## config.mk

```make
export PLATFORM = sky130hd
export DESIGN_NAME = apio_queue
export DESIGN_NICKNAME = d
export VERILOG_FILES = /design/src/rtl/core/apio_pkg.sv /design/src/rtl/core/apio_queue.sv
export SDC_FILE = /design/constraint.sdc
export NUM_CORES = 1
export LEC_CHECK = 0
export BUFFER_PORTS_ARGS = -buffer_cell sky130_fd_sc_hd__buf_2
export CAP_MARGIN = 30
export CELL_PAD_IN_SITES_DETAIL_PLACEMENT = 1
export CELL_PAD_IN_SITES_GLOBAL_PLACEMENT = 1
export CORE_MARGIN = 3
export CORE_UTILIZATION = 44
export CTS_CLUSTER_DIAMETER = 30
export CTS_CLUSTER_SIZE = 12
export DETAILED_ROUTE_END_ITERATION = 7
export PLACE_DENSITY = 0.9
export SLEW_MARGIN = 20
export SYNTH_ARGS = -nofsm -noshare
export SYNTH_HDL_FRONTEND = slang
export SYNTH_SLANG_ARGS = --single-unit
```

## constraint.sdc

```tcl
create_clock -name clk_i -period 3.5 [get_ports clk_i]
set_input_delay 0.35 -clock clk_i [delete_from_list [all_inputs] [get_ports clk_i]]
set_output_delay 0.35 -clock clk_i [all_outputs]
set_load 0.02 [all_outputs]
```

## src/rtl/core/apio_pkg.sv

```systemverilog
// ----------------------------------------------------------------------------
// ATA PIO task file package
// Shared types and constants for the LBA28 PIO device with RAM disk.
// ----------------------------------------------------------------------------
package apio_pkg;

  localparam int ApioWordsPerSector = 256;
  localparam int ApioDiskSectorsDef = 64;
  localparam int ApioAddrMaxW       = 24;
  localparam int ApioQueueDepth     = 2;

  localparam logic [7:0] CmdRead  = 8'h20;
  localparam logic [7:0] CmdWrite = 8'h30;
  localparam logic [7:0] CmdFlush = 8'hE7;

  localparam logic [7:0] StDrdy  = 8'h40;
  localparam logic [7:0] StDrq   = 8'h08;
  localparam logic [7:0] StErr   = 8'h01;
  localparam logic [7:0] ErIdnf  = 8'h10;
  localparam logic [7:0] ErAbrt  = 8'h04;
  localparam logic [7:0] DriveHeadRst = 8'hE0;

  typedef enum logic [2:0] {
    REG_DATA   = 3'd0,
    REG_FEAT   = 3'd1,
    REG_COUNT  = 3'd2,
    REG_LBA_LO = 3'd3,
    REG_LBA_MD = 3'd4,
    REG_LBA_HI = 3'd5,
    REG_DRIVE  = 3'd6,
    REG_CMD    = 3'd7
  } apio_reg_e;

  typedef enum logic [1:0] {
    OP_CONST = 2'd0,
    OP_READ  = 2'd1,
    OP_WRITE = 2'd2
  } apio_op_e;

  typedef struct packed {
    apio_op_e                  op;
    logic [ApioAddrMaxW-1:0]   addr;
    logic [15:0]               data;
  } apio_entry_t;

endpackage

```

## src/rtl/core/apio_queue.sv

```systemverilog
// ----------------------------------------------------------------------------
// ATA PIO operation queue
// Short FIFO between the front end and the store back end.
// ----------------------------------------------------------------------------
module apio_queue import apio_pkg::*; (
  input  logic        clk_i,
  input  logic        rst_ni,
  input  logic        push_i,
  input  apio_entry_t push_entry_i,
  output logic        ready_o,
  output logic        valid_o,
  output apio_entry_t entry_o,
  input  logic        pop_i
);

  localparam int PtrW = $clog2(ApioQueueDepth);
  localparam int CntW = $clog2(ApioQueueDepth + 1);

  apio_entry_t         slot_q [ApioQueueDepth];
  logic [PtrW-1:0]     wr_ptr_q, rd_ptr_q;
  logic [CntW-1:0]     cnt_q;
  logic                do_push, do_pop;

  assign ready_o = (cnt_q != CntW'(ApioQueueDepth));
  assign valid_o = (cnt_q != '0);
  assign entry_o = slot_q[rd_ptr_q];
  assign do_push = push_i && ready_o;
  assign do_pop  = pop_i && valid_o;

  always_ff @(posedge clk_i) begin
    if (do_push) begin
      slot_q[wr_ptr_q] <= push_entry_i;
    end
  end

  always_ff @(posedge clk_i or negedge rst_ni) begin
    if (!rst_ni) begin
      wr_ptr_q <= '0;
      rd_ptr_q <= '0;
      cnt_q    <= '0;
    end else begin
      if (do_push) begin
        wr_ptr_q <= (wr_ptr_q == PtrW'(ApioQueueDepth - 1)) ? '0 : wr_ptr_q + 1'b1;
      end
      if (do_pop) begin
        rd_ptr_q <= (rd_ptr_q == PtrW'(ApioQueueDepth - 1)) ? '0 : rd_ptr_q + 1'b1;
      end
      if (do_push && !do_pop) begin
        cnt_q <= cnt_q + 1'b1;
      end else if (do_pop && !do_push) begin
        cnt_q <= cnt_q - 1'b1;
      end
    end
  end

endmodule

```

-- Word level (Yosys, flattened, before mapping)
Memory sizes are Yosys's and may differ from the RTL's.
Cells that the tools add are included.
- $add $sub $neg: 4
- equal/unequal tests: 1
- mux-type cells: 6
- reductions and logical operators: 8
- operators with widths (cell ; number):
    $logic_and A1 B1 Y1 ; 4
    $mux W1 ; 4
    $mux W2 ; 2
    $reduce_bool A2 Y1 ; 2
    $add A1 B1 Y1 const B ; 2
    $add A2 B1 Y2 const B ; 1
    $logic_not A1 Y1 ; 2
    $ne A2 B2 Y1 const B ; 1
    $sub A2 B1 Y2 const B ; 1
- register bits after elaboration: 4
- bits in writable memories: 84
- bits of input ports: 46
- output and inout bits: 44
- logic and storage cells: 23
- memories: 1
- memory list (memory ; depth ; bits a word ; rd ports ; clocked after memory_dff ; write ports ; RTL line ; text):
    slot_q ; 2 ; 42 ; 1 ; 0 ; 1 ; apio_queue.sv:19 ; apio_entry_t slot_q [ApioQueueDepth];

-- Longest topological paths before layout
- depth after elaboration: 6
- gate-level depth with buffers: 7
- depth with buffers taken out: 7

-- Least setup slack after synthesis
OpenSTA, ideal clock, no wires.
- path kind: register to register
- from: register cnt_q[0]
- to: memory slot_q[0][0] (netlist bit) (enable)
- setup time: 441 ps
- data arrival time: 2567 ps
- slack: 492 ps
- stages on the path, launching flop included: 4
- buffers on the path: 0
- clock period less this slack: 3008 ps
- path through: dfrtp_1 > nand2b_1 > nand2_1 > nor2_1
- longest elaborated chain between the ends: 4
- RTL lines (element ; RTL line ; text):
    start, declared ; apio_queue.sv:21 ; logic [CntW-1:0] cnt_q;
    start signal, assigned ; apio_queue.sv:49 ; cnt_q <= cnt_q + 1'b1;
    start signal, assigned ; apio_queue.sv:51 ; cnt_q <= cnt_q - 1'b1;
    $ne A2 B2 Y1 ; apio_queue.sv:24 ; assign ready_o = (cnt_q != CntW'(ApioQueueDepth));
    net ready_o ; apio_queue.sv:10 ; output logic ready_o,
    $logic_and A1 B1 Y1 ; apio_queue.sv:27 ; assign do_push = push_i && ready_o;
    $mux W1 ; apio_queue.sv:31 ; if (do_push) begin
    $mux W1 (implied by the code) ; apio_queue.sv:32 ; slot_q[wr_ptr_q] <= push_entry_i;
    end, declared ; apio_queue.sv:19 ;
The timed path passes the listed nets, and every way through them passes these cells.

==> run_results.csv <==
group,metric,value,unit
status,outcome,"finished clean",
routing,met3_length,452,um
yosys,synth_top_family_by_area,"multiplexers",
cts,cts_tree,"yes",
floorplanning,dieArea,8880,um2
setup_path,path_max_fanout,23,
sta,finalSetupTns,0,ps
floorplanning,num_rows,31,
cells_and_area,area_growth_syn_to_layout,21.0,%
yosys,ys_seq_area_share,76.5,%
cts,cts_hold_buf,1,
cts,cts_setup_buffers,0,
setup_path,rr_startpoint,"cnt_q[0]",
yosys,ys.warnings.count,0,
cts,cts.path.max_buffers,2,
grt,antenna_found_initial,0,
sta,period_share,70.6,%
grt,grt_pass1_wl,9.07,mm
setup_path,reg2reg_depth,4,
yosys,synth_fa_ha_area_share,0.365,%
setup_path,reg2reg_to,"slot_q[0][23]",
grt,grt_max_degree,43,
sta,final_max_slew_viol_count,0,
floorplanning,initial_core_util,46.3,%
routing,dr_wl_met2,3.10,mm
routing,wire_per_inst,17.5,um
grt,grt_use_total,14.2,%
cts,cts_resized,0,
grt,globalRoute.totalOverflow,0,
pwr,fin_total_pwr,0.00354,W
yosys,synth_compound_area_share,0,%
place,dp_hpwl,4.35,mm
cts,numCtsBuffers,9,
yosys,yosys.area_share.simple,0.986,%
sta,fin_skew,7.61,ps
yosys,synth_top_area_share,73.6,%
cells_and_area,drive_gt1_share,60.3,%
setup_path,cp.arrival,2120,ps
cells_and_area,insertedDiodeCount,0,
floorplanning,core,7410,um2
grt,grt_pass1_vias,1765,
setup_path,endpoint_kind,"primary output",
yosys,synth_area_leader_cell,"edfxtp_1",
sta,finalSetupViolCount,0,
yosys,syn-mean-instance-area,23.0,um2
routing,dr.pass1.iters,4,
place,io_buffer_count,89,
place,gp_congestion,0.705,
sta,rsz0062_at_grt,"no",
yosys,ys_types,15,
pwr,vdd_ir_drop_max,0.000452,V
routing,drcViolationCount,0,
hold_path,hold_path_class,"in2reg",
cts,clkSinkCount,88,
setup_path,start_kind,"flip-flop",
yosys,synthTopCellsByArea,"edfxtp_1 74%, mux2_4 17%, dfrtp_1 2.9%, buf_12 2.3%, mux2_2 0.99%",
pwr,total_leakage_power,1.67,nW
hold_path,holdPathStages,1,
sta,hold_slack,185,ps
yosys,synth_cells,149,
sta,setup_slack,1030,ps
floorplanning,die-width,94.3,um
yosys,syn_nets,196,
sta,finalHoldViolCount,0,
setup_path,worstSetupPathType,"reg2out",
routing,drt_iter0_drc,68,
cts,htreeDepth,3,
yosys,netlist_area,3430,um2
routing,dr_total_vias,1687,
cts,path_clk_slew,90,ps
setup_path,setup.reg_to_reg.worst_slack,1480,ps
routing,wl_met1,2.51,mm
run,max_cap_violations,0,
sta,worst_slew_pin_slew,620,ps
sta,fin_crit,2470,ps
cts,clkLatencyLatePin,340,ps
routing,drt-total-wl,6.15,mm
setup_path,worstPathRequired,3150,ps
routing,route.antenna.remaining_nets,0,
floorplanning,die_h,94.3,um
yosys,synth_xor_area_share,1.28,%
routing,via_per_inst,4.81,
sta,relSlewSlack,58.6,%
yosys,synth.area.mux_share,18.1,%
cts,cts_root_buffer,"clkbuf_8",
pwr,cellPowerDensity,853,nW/um2
cells_and_area,fin_nets,295,
routing,top_layer,"met4",
place,dp_slack,1370,ps
yosys,ys_seq_elements,88,
hold_path,min_from,"push_entry_i[36]",
sta,fmax,405,MHz
hold_path,holdPathEnd,"slot_q[1][36]",
floorplanning,ioPinCount,90,
cell usage after synthesis:
cell type and instances:
buf_12 4, or2_1 1, edfxtp_1 84, xor2_1 2, mux2_4 39, dfrtp_1 4
ha_1 1, and3_1 1, inv_1 1, nor2_1 2, buf_6 1, nand2b_1 1
nand2_1 2, xnor2_1 3, mux2_2 3
cell families (layout without fill, tap and decap cells):
| kind of cell | after synthesis | count (layout) |
|---|---|---|
| flops | 88 | 88 |
| xor+xnor | 5 | 5 |
| mux | 42 | 42 |
| fa+ha+maj | 1 | 1 |
| buf+inv | 6 | 109 |
| simple gates | 7 | 7 |
power breakdown:
group	total (W)	switching [W]	leakage (nW)	internal (W)
clock	0.000659	0.000336	0.0948	0.000323
combinational	0.00130	0.000705	0.753	0.000595
sequential	0.00158	0.000134	0.826	0.00144
routing by layer:
| layer | up-vias | track usage [%] |
|---|---|---|
| met3 | 9 | 4.41 |
| met2 | 73 | 23.1 |
| li1 | 772 | - |
| met5 | - | 0 |
| met1 | 833 | 17.0 |
| met4 | 0 | 6.98 |
worst max-delay path by stage:
stage                  start  depth (start not counted)            to
CTS                 rd_ptr_q                          3   entry_o[18]
detailed placement  rd_ptr_q                          3    entry_o[9]
floorplan           cnt_q[0]                          3  slot_q[0][0]
global placement    rd_ptr_q                          3   entry_o[18]
finish              rd_ptr_q                          3   entry_o[18]
global route        rd_ptr_q                          3   entry_o[18]
cell type report:
class | instances | area (um2)
multi-input combinational | 55 | 718
clock buffer | 9 | 124
tap | 99 | 124
inverter | 1 | 3.75
sequential | 88 | 2620
clock inverter | 6 | 61.3
fill | 697 | 3260
timing repair buffer | 93 | 490
sequential cells by signal, indices dropped and copies added, names as in the netlist:
name / cells
slot_q: 84
cnt_q: 2
rd_ptr_q: 1
wr_ptr_q: 1
placed cells by master, fill, tap and decap left out:
master          n
buf_2          89
dfrtp_1         3
clkinvlp_4      1
mux2_2          3
nand2b_1        1
mux2_4         39
xor2_1          2
buf_4           2
inv_1           1
ha_1            1
buf_12          1
nor2_4          1
dfrtp_2         1
bufinv_16       1
clkinv_2        3
dlygate4sd3_1   1
and3_2          1
xnor2_1         3
nor2_1          1
edfxtp_1       84
clkinv_4        1
nand2_1         2
clkbuf_8        9
or2_1           1
worst max-delay path, cell delays in order (launching register included):
cell and delay, ps:
dfrtp_2 760, buf_4 480, mux2_4 360, buf_2 160
per-stage QoR:
| stage | util, % | cells | cell area, um2 |
|---|---|---|---|
| 3_3_place_gp | 53.0 | 334 | 3930 |
| 6_report | 56.0 | 351 | 4150 |
| 4_1_cts | 55.7 | 350 | 4130 |
| 2_1_floorplan | - | 149 | 3430 |
| 5_1_grt | 56.0 | 351 | 4150 |
| 3_5_place_dp | 53.0 | 334 | 3930 |
(Power assumes the default switching activity.)
