$ cat src/rtl/core/apio_pkg.sv
// ----------------------------------------------------------------------------
// ATA PIO task file package
// Shared types and constants for the LBA28 PIO device with RAM disk.
// ----------------------------------------------------------------------------
package apio_pkg;

  localparam int ApioWordsPerSector = 256;
  localparam int ApioDiskSectorsDef = 64;
  localparam int ApioAddrMaxW       = 24;
  localparam int ApioQueueDepth     = 2;

  localparam logic [7:0] CmdRead  = 8'h20;
  localparam logic [7:0] CmdWrite = 8'h30;
  localparam logic [7:0] CmdFlush = 8'hE7;

  localparam logic [7:0] StDrdy  = 8'h40;
  localparam logic [7:0] StDrq   = 8'h08;
  localparam logic [7:0] StErr   = 8'h01;
  localparam logic [7:0] ErIdnf  = 8'h10;
  localparam logic [7:0] ErAbrt  = 8'h04;
  localparam logic [7:0] DriveHeadRst = 8'hE0;

  typedef enum logic [2:0] {
    REG_DATA   = 3'd0,
    REG_FEAT   = 3'd1,
    REG_COUNT  = 3'd2,
    REG_LBA_LO = 3'd3,
    REG_LBA_MD = 3'd4,
    REG_LBA_HI = 3'd5,
    REG_DRIVE  = 3'd6,
    REG_CMD    = 3'd7
  } apio_reg_e;

  typedef enum logic [1:0] {
    OP_CONST = 2'd0,
    OP_READ  = 2'd1,
    OP_WRITE = 2'd2
  } apio_op_e;

  typedef struct packed {
    apio_op_e                  op;
    logic [ApioAddrMaxW-1:0]   addr;
    logic [15:0]               data;
  } apio_entry_t;

endpackage

$ cat src/rtl/core/apio_front.sv
// ----------------------------------------------------------------------------
// ATA PIO front end
// Takes bus accesses, keeps the task file and transfer state, and emits one
// store operation or constant result per item.
// ----------------------------------------------------------------------------
module apio_front import apio_pkg::*; #(
  parameter int DISK_SECTORS = ApioDiskSectorsDef
) (
  input  logic        clk_i,
  input  logic        rst_ni,
  input  logic        cfg_valid_i,
  input  logic        cfg_data_i,
  input  logic        in_valid_i,
  output logic        in_ready_o,
  input  logic        is_write_i,
  input  logic [2:0]  reg_offset_i,
  input  logic [15:0] write_data_i,
  input  logic        clr_busy_i,
  input  logic        q_ready_i,
  output logic        push_o,
  output apio_entry_t push_entry_o
);

  localparam int SecW = (DISK_SECTORS > 1) ? $clog2(DISK_SECTORS) : 1;
  localparam logic [28:0] DiskLimit = 29'(DISK_SECTORS);

  logic        drive_unit_q;
  logic [7:0]  feat_q, feat_d, count_q, count_d;
  logic [7:0]  lba_lo_q, lba_lo_d, lba_md_q, lba_md_d, lba_hi_q, lba_hi_d;
  logic [7:0]  drive_q, drive_d, error_q, error_d;
  logic        err_q, err_d, drq_q, drq_d, wdir_q, wdir_d;
  logic [27:0] cur_lba_q, cur_lba_d;
  logic [8:0]  left_q, left_d;
  logic [7:0]  word_q, word_d;

  logic        accept, sel, port_ok;
  logic [7:0]  wbyte, status;
  logic [27:0] cmd_lba;
  logic [8:0]  cmd_cnt;
  logic [28:0] cmd_end;
  apio_reg_e   off;

  assign in_ready_o = q_ready_i && !clr_busy_i;
  assign accept     = in_valid_i && in_ready_o;
  assign off        = apio_reg_e'(reg_offset_i);
  assign wbyte      = write_data_i[7:0];
  assign sel        = (drive_q[4] == drive_unit_q);
  assign port_ok    = sel && drq_q && (wdir_q == is_write_i);
  assign cmd_lba    = {drive_q[3:0], lba_hi_q, lba_md_q, lba_lo_q};
  assign cmd_cnt    = (count_q == 8'h00) ? 9'd256 : {1'b0, count_q};
  assign cmd_end    = {1'b0, cmd_lba} + {20'd0, cmd_cnt};
  assign status     = StDrdy | (drq_q ? StDrq : 8'h00) | (err_q ? StErr : 8'h00);

  always_comb begin
    feat_d    = feat_q;
    count_d   = count_q;
    lba_lo_d  = lba_lo_q;
    lba_md_d  = lba_md_q;
    lba_hi_d  = lba_hi_q;
    drive_d   = drive_q;
    error_d   = error_q;
    err_d     = err_q;
    drq_d     = drq_q;
    wdir_d    = wdir_q;
    cur_lba_d = cur_lba_q;
    left_d    = left_q;
    word_d    = word_q;
    push_entry_o = '{op: OP_CONST, addr: '0, data: '0};

    if (accept) begin
      if (off == REG_DATA) begin
        if (port_ok) begin
          if (cur_lba_q >= 28'(DISK_SECTORS)) begin
            drq_d = 1'b0;
          end else begin
            push_entry_o.op   = is_write_i ? OP_WRITE : OP_READ;
            push_entry_o.addr = ApioAddrMaxW'({cur_lba_q[SecW-1:0], word_q});
            push_entry_o.data = write_data_i;
            word_d = word_q + 8'd1;
            if (word_q == 8'hFF) begin
              cur_lba_d = cur_lba_q + 28'd1;
              left_d    = left_q - 9'd1;
              if (left_q == 9'd1) begin
                drq_d = 1'b0;
              end
            end
          end
        end
      end else if (is_write_i) begin
        case (off)
          REG_FEAT:   feat_d   = wbyte;
          REG_COUNT:  count_d  = wbyte;
          REG_LBA_LO: lba_lo_d = wbyte;
          REG_LBA_MD: lba_md_d = wbyte;
          REG_LBA_HI: lba_hi_d = wbyte;
          REG_DRIVE:  drive_d  = wbyte;
          REG_CMD: begin
            if (sel) begin
              err_d   = 1'b0;
              error_d = 8'h00;
              drq_d   = 1'b0;
              if (wbyte == CmdRead || wbyte == CmdWrite) begin
                if (cmd_end > DiskLimit) begin
                  err_d   = 1'b1;
                  error_d = ErIdnf;
                end else begin
                  cur_lba_d = cmd_lba;
                  left_d    = cmd_cnt;
                  word_d    = 8'h00;
                  wdir_d    = (wbyte == CmdWrite);
                  drq_d     = 1'b1;
                end
              end else if (wbyte != CmdFlush) begin
                err_d   = 1'b1;
                error_d = ErAbrt;
              end
            end
          end
          default: ;
        endcase
      end else if (sel) begin
        case (off)
          REG_FEAT:   push_entry_o.data = {8'h00, error_q};
          REG_COUNT:  push_entry_o.data = {8'h00, count_q};
          REG_LBA_LO: push_entry_o.data = {8'h00, lba_lo_q};
          REG_LBA_MD: push_entry_o.data = {8'h00, lba_md_q};
          REG_LBA_HI: push_entry_o.data = {8'h00, lba_hi_q};
          REG_DRIVE:  push_entry_o.data = {8'h00, drive_q};
          REG_CMD:    push_entry_o.data = {8'h00, status};
          default:    push_entry_o.data = 16'h0000;
        endcase
      end
    end
  end

  assign push_o = accept;

  always_ff @(posedge clk_i or negedge rst_ni) begin
    if (!rst_ni) begin
      drive_unit_q <= 1'b0;
      feat_q       <= 8'h00;
      count_q      <= 8'h00;
      lba_lo_q     <= 8'h00;
      lba_md_q     <= 8'h00;
      lba_hi_q     <= 8'h00;
      drive_q      <= DriveHeadRst;
      error_q      <= 8'h00;
      err_q        <= 1'b0;
      drq_q        <= 1'b0;
      wdir_q       <= 1'b0;
      cur_lba_q    <= '0;
      left_q       <= '0;
      word_q       <= '0;
    end else begin
      if (cfg_valid_i) begin
        drive_unit_q <= cfg_data_i;
      end
      feat_q    <= feat_d;
      count_q   <= count_d;
      lba_lo_q  <= lba_lo_d;
      lba_md_q  <= lba_md_d;
      lba_hi_q  <= lba_hi_d;
      drive_q   <= drive_d;
      error_q   <= error_d;
      err_q     <= err_d;
      drq_q     <= drq_d;
      wdir_q    <= wdir_d;
      cur_lba_q <= cur_lba_d;
      left_q    <= left_d;
      word_q    <= word_d;
    end
  end

  // features register is write-only from the host side
  logic feat_unused;
  assign feat_unused = ^feat_q;

endmodule

$ cat config.mk
export PLATFORM = sky130hd
export DESIGN_NAME = apio_front
export DESIGN_NICKNAME = d
export VERILOG_FILES = /design/src/rtl/core/apio_pkg.sv /design/src/rtl/core/apio_front.sv
export SDC_FILE = /design/constraint.sdc
export NUM_CORES = 1
export LEC_CHECK = 0
export BUFFER_PORTS_ARGS = -buffer_cell sky130_fd_sc_hd__buf_2
export CORE_MARGIN = 5
export CORE_UTILIZATION = 45
export CTS_CLUSTER_DIAMETER = 30
export CTS_CLUSTER_SIZE = 16
export DETAILED_ROUTE_END_ITERATION = 7
export GPL_TIMING_DRIVEN = 0
export PLACE_DENSITY = 0.75
export SKIP_LAST_GASP = 1
export SYNTH_ARGS = -nofsm -noshare
export SYNTH_HDL_FRONTEND = slang
export SYNTH_SLANG_ARGS = --single-unit
export TNS_END_PERCENT = 30
$ cat constraint.sdc
create_clock -name clk_i -period 4.8 [get_ports clk_i]
set_clock_uncertainty 0.15 [all_clocks]
set_input_delay 0.24 -clock clk_i [delete_from_list [all_inputs] [get_ports clk_i]]
set_output_delay 0.24 -clock clk_i [all_outputs]
set_load 0.02 [all_outputs]
# Yosys cells after proc, flatten, opt, wreduce, memory -nomap -nowiden
# Index checks and enable logic that the tools add are counted.
[totals] reg_bits=97 output_inout_bits=44 word_cells=118
[classes] n_addsub=4 magnitude_cmp=2 eq_ne=20 muxes=54 n_bitwise=3 reduce_logical=22
[op_table] cell="$mux W28" count=9
[op_table] cell="$mux W42" count=3
[op_table] cell="$mux W9" count=10
[op_table] cell="$mux W8" count=11
[op_table] cell="$pmux W8 S7" count=1
[op_table] cell="$add A28 B9 Y29" count=1
[op_table] cell="$gt A29 B7 Y1 const B" count=1
[op_table] cell="$add A28 B1 Y28 const B" count=1
[op_table] cell="$ge A28 B7 Y1 const B" count=1
[op_table] cell="$mux W26" count=1
[op_table] cell="$reduce_and A4 Y1" count=5
[op_table] cell="$eq A8 B6 Y1 const B" count=2
[op_table] cell="$mux W16" count=1
[op_table] cell="$mux W1" count=14
[op_table] cell="$reduce_and A7 Y1" count=2
[op_table] cell="$eq A3 B3 Y1 const B" count=4
[op_table] cell="$eq A9 B1 Y1 const B" count=1
[op_table] cell="$reduce_and A9 Y1" count=1
[op_table] cell="$sub A9 B1 Y9 const B" count=1
[op_table] cell="$add A8 B1 Y8 const B" count=1
[op_table] cell="$eq A8 B8 Y1 const B" count=1
[op_table] cell="$logic_not A8 Y1" count=1
[op_table] cell="$ne A8 B8 Y1 const B" count=1
[op_table] cell="$reduce_and A8 Y1" count=1
[op_table] cell="18 further kinds" count=30

# Longest topological paths before layout
[logic_depth] ltp_word=10 ltp_mapped=15 depth_no_buf=12

# Worst setup path after synthesis
# Ideal clock, no wire load.
[synth_path] path_kind="register -> register" from="register count_q[1]" to="register cur_lba_q[10]" setup_ns=0.119 t_arrival_ns=3.376 path_slack_ns=1.155 stages_incl_launch_ff=15 path_buffers=2 period_less_slack_ns=3.645 path_cell_list="dfrtp_1 or4_1 nor2_1 ha_1 and3_4 a221oi_4 nand2_4 mux2_4 or3_1 nor2_1 nand4bb_1 buf_2 a21o_1 buf_6 and2_1"
[synth_via] elab_chain_len=6
[synth_lines] item="start, declared" line_no="apio_front.sv:28" rtl="logic [7:0] feat_q, feat_d, count_q, count_d;"
[synth_lines] item="start signal, assigned" line_no="apio_front.sv:159" rtl="count_q <= count_d;"
[synth_lines] item="$logic_not A8 Y1" line_no="apio_front.sv:50" rtl="assign cmd_cnt = (count_q == 8'h00) ? 9'd256 : {1'b0, count_q};"
[synth_lines] item="$mux W9 *" line_no="apio_front.sv:50"
[synth_lines] item="$add A28 B9 Y29 *" line_no="apio_front.sv:51" rtl="assign cmd_end = {1'b0, cmd_lba} + {20'd0, cmd_cnt};"
[synth_lines] item="$gt A29 B7 Y1 *" line_no="apio_front.sv:103" rtl="if (cmd_end > DiskLimit) begin"
[synth_lines] item="$ne A2 B2 Y1 (no source line) *"
[synth_lines] item="$reduce_and A9 Y1 (no source line) *"
[synth_lines] item="end signal, assigned" line_no="apio_front.sv:168" rtl="cur_lba_q <= cur_lba_d;"
[synth_lines] item="end, declared" line_no="apio_front.sv:32" rtl="logic [27:0] cur_lba_q, cur_lba_d;"
# Every way passes the cells marked *; elsewhere a longest branch is shown, timed or not.
# A chain may end at the register's enable or synchronous reset.

# Final worst setup path
[layout_path] from="register count_q[1]" to="register drq_q"
[layout_via] elab_chain_len=10
[layout_lines] item="$logic_not A8 Y1" line_no="apio_front.sv:50"
[layout_lines] item="$mux W9 *" line_no="apio_front.sv:50"
[layout_lines] item="$add A28 B9 Y29 *" line_no="apio_front.sv:51"
[layout_lines] item="$gt A29 B7 Y1 *" line_no="apio_front.sv:103"
[layout_lines] item="$mux W1 *" line_no="apio_front.sv:103"
[layout_lines] item="$mux W1 *" line_no="apio_front.sv:102" rtl="if (wbyte == CmdRead || wbyte == CmdWrite) begin"
[layout_lines] item="$mux W1 *" line_no="apio_front.sv:98" rtl="if (sel) begin"
[layout_lines] item="$mux W1 *" line_no="apio_front.sv:90" rtl="case (off)"
[layout_lines] item="$mux W1 *" line_no="apio_front.sv:89" rtl="end else if (is_write_i) begin"
[layout_lines] item="$mux W1 *" line_no="apio_front.sv:71" rtl="if (off == REG_DATA) begin"
[layout_lines] item="end signal, assigned" line_no="apio_front.sv:166" rtl="drq_q <= drq_d;"
[layout_lines] item="end, declared" line_no="apio_front.sv:31" rtl="logic err_q, err_d, drq_q, drq_d, wdir_q, wdir_d;"
# Every way passes the cells marked *; elsewhere a longest branch is shown, timed or not. The select of a mux whose other input is x is not followed.

==> impl_metrics.tcl <==
set metrics [dict create \
    status "finished, final reports clean" \
    timing.rr.end "drq_q$_DFFE_PN0P_" \
    antenna-diode-count 0 \
    worst_pin_slew_ns 1.32 \
    hold_class "in2reg" \
    hold_start "write_data_i[7]" \
    finish.net_count 741 \
    ys_seq_area_frac 0.391 \
    root_buffer "clkbuf_16" \
    initialDrtViolationCount 587 \
    crit_fanout 10 \
    final_cell_mix "dfrtp_1 (88), buf_2 (61), and2_1 (48)" \
    synthArstFlopShare 1.00 \
    startpoint "count_q[1]$_DFFE_PN0P_" \
    maxSlewHeadroom 0.115 \
    yosys_warnings 0 \
    start_kind "register" \
    grt_use_total 0.225 \
    viasPerCell 6.04 \
    utilization 0.535 \
    fin_ws_ns 0.412 \
    critPathCaptureType "register" \
    cts_buffer_depth 2 \
    dp_hpwl_um 12300 \
    num_rows 41 \
    cap_violations 0 \
    area_delta_synth_final_pct 16.0 \
    synth_ff_type "dfrtp_1" \
    core_area_mm2 0.0127 \
    yosysUniqueCellTypes 67 \
    start_util 0.461 \
    drive_gt1_frac 0.214 \
    rrSetupSlack_ns 0.41 \
    dieArea_mm2 0.0154 \
    synth_simple_gate_area_frac 0.225 \
    htreeDepth 3 \
    drc_errors 0 \
    grt_pass1_wl_um 27000 \
    wire_per_inst_um 19.0 \
    die_h_um 124 \
    syn_inst 617 \
    synth_edf_count 0 \
    synth_fa_ha_area_frac 0.0334 \
    cp.arrival_ns 4.48 \
    hold_violations 0 \
    syn_avg_cell_area_um2 9.46 \
    clk_pin_slew_worst_paths_ns 0.07 \
    ios 71 \
    pre_cts_ws_ns 0.512 \
    synth_top_family_by_area "simple AND/OR/NAND/NOR gates" \
    synth_mux_area_frac 0.107 \
    synth_compound_area_frac 0.164 \
    min_to "lba_lo_q[7]$_DFFE_PN0P_" \
    cts_setup_buffers 0 \
    cp_data_required_time_ns 4.89 \
    antenna_found_initial 0 \
    reg2regPathDepth 13 \
    period_minus_slack_ns 4.39 \
    p_leak_uw 0.00314 \
    synthXorXnorAreaFrac 0.0255 \
    powerDensity_mw_per_mm2 314 \
    gp_congestion 0.999 \
    die_w_um 124 \
    hold_depth 2 \
    clock_sinks 91 \
    first_pass_iters 7 \
    insertion_delay_ns 0.34 \
    ir_worst_vdd_uv 235 \
    slew_viol_final 0 \
    port_buffers 58 \
    grt_max_degree 71 \
    layout_commonest_cell "dfrtp_1" \
    cts_tree "yes" \
    timing.rr.start "count_q[1]$_DFFE_PN0P_" \
    setup_tns_ns 0 \
    finalSetupViolCount 0 \
    post-route-period-util 0.914 \
    grt_pass1_vias 5146 \
    ctsResizeCount 0 \
    ctsHoldBuffers 3 \
    via_count 5291 \
    synth_area_mm2 0.00584 \
    ant_nets 0 \
    wl_um 16700 \
    clock.fmax_mhz 228 \
    cts_made_buffers 9 \
    overflow 0 \
    path_class "reg2reg" \
    yosys_register_bits 91 \
    rsz0062_at_grt "false" \
]
## metrics by stage
stage | area [um^2] | power (uW) | hold slack [ns] | cells
2_1_floorplan | 5870 | 1190 | -0.206 | 626
6_report | 6780 | 2130 | 0.113 | 876
3_3_place_gp | 6380 | 1320 | 0.310 | 856
3_5_place_dp | 6410 | 1330 | 0.00799 | 857
4_1_cts | 6780 | 2130 | 0.0984 | 876
5_1_grt | 6780 | 2210 | 0.111 | 876
## registers in the layout, indices dropped and copies added (netlist names)
signal	flops
count_q	8
cur_lba_q	28
drive_q	8
drive_unit_q	1
drq_q	1
err_q	1
error_q	2
lba_hi_q	8
lba_lo_q	8
lba_md_q	8
left_q	9
wdir_q	1
word_q	8
## logic make-up (layout without fill, tap and decap cells)
group                      count (synthesis)  in the layout
and+or+nand+nor                          238            238
AOI/OAI and AO/OA                        137            137
DFF                                       91             91
buffers and inverters                     63            141
muxes                                     55             55
xor gates and xnor gates                  17             17
adders and majority gates                 15             15
other                                      1             10
## per-layer routing
| metal | vias to the layer above | global-route usage | wire length (um) |
|---|---|---|---|
| met3 | 41 | 0.0350 | 1300 |
| met1 | 2562 | 0.316 | 7100 |
| met2 | 277 | 0.358 | 7810 |
| met4 | 0 | 0.0746 | 442 |
| li1 | 2411 | - | - |
| met5 | - | 0 | 0 |
## critical path, cell delays in order (launching register included)
cell,delay [ns]
dfrtp_1,0.47
or4_1,0.58
nor2_1,0.14
ha_1,0.25
buf_2,0.20
a21oi_1,0.33
o22ai_1,0.25
a222oi_1,0.25
and4_1,0.22
and4_1,0.20
nand4_1,0.15
nor4b_1,0.65
nand4_1,0.20
o31ai_1,0.25
## worst max-delay path by stage
stage | cells after the start | endpoint
finish | 13 | drq_q$_DFFE_PN0P_
global route | 9 | push_entry_o[1]
CTS | 13 | drq_q$_DFFE_PN0P_
detailed placement | 13 | drq_q$_DFFE_PN0P_
global placement | 15 | left_q[8]$_DFFE_PN0P_
floorplan | 14 | cur_lba_q[10]$_DFFE_PN0P_
## final cells by class
cell class / instances / area (um^2)
Buffer: 52 / 272
Clock buffer: 11 / 253
Clock inverter: 5 / 83.8
Fill cell: 1142 / 5900
Inverter: 11 / 41.3
Multi-Input combinational cell: 472 / 3280
Sequential cell: 91 / 2280
Tap cell: 172 / 215
Timing Repair Buffer: 62 / 350
## synthesized netlist by cell type, types with 10 or more instances
| cell | number | area, um^2 |
|---|---|---|
| nor2b_1 | 10 | 62.6 |
| mux2_2 | 46 | 518 |
| a21oi_1 | 33 | 165 |
| nor3_1 | 12 | 60.1 |
| o21ai_0 | 21 | 105 |
| nor4_1 | 10 | 62.6 |
| inv_1 | 11 | 41.3 |
| nand3_1 | 21 | 105 |
| xor2_1 | 10 | 87.6 |
| and2_1 | 48 | 300 |
| nor2_1 | 44 | 165 |
| dfrtp_1 | 88 | 2200 |
| buf_4 | 11 | 82.6 |
| o22a_1 | 12 | 105 |
| clkbuf_1 | 29 | 109 |
| ha_1 | 14 | 175 |
| nand4_1 | 19 | 119 |
| nand2_1 | 34 | 128 |
## power breakdown
| part | switching, uW | leakage (uW) | internal (uW) | total, uW |
|---|---|---|---|---|
| Clock | 308 | 0.000158 | 487 | 795 |
| Sequential | 74.3 | 0.00121 | 824 | 898 |
| Combinational | 242 | 0.00177 | 192 | 435 |
| Total | 625 | 0.00314 | 1500 | 2130 |
No activity file was read; power rests on OpenSTA's default activity.
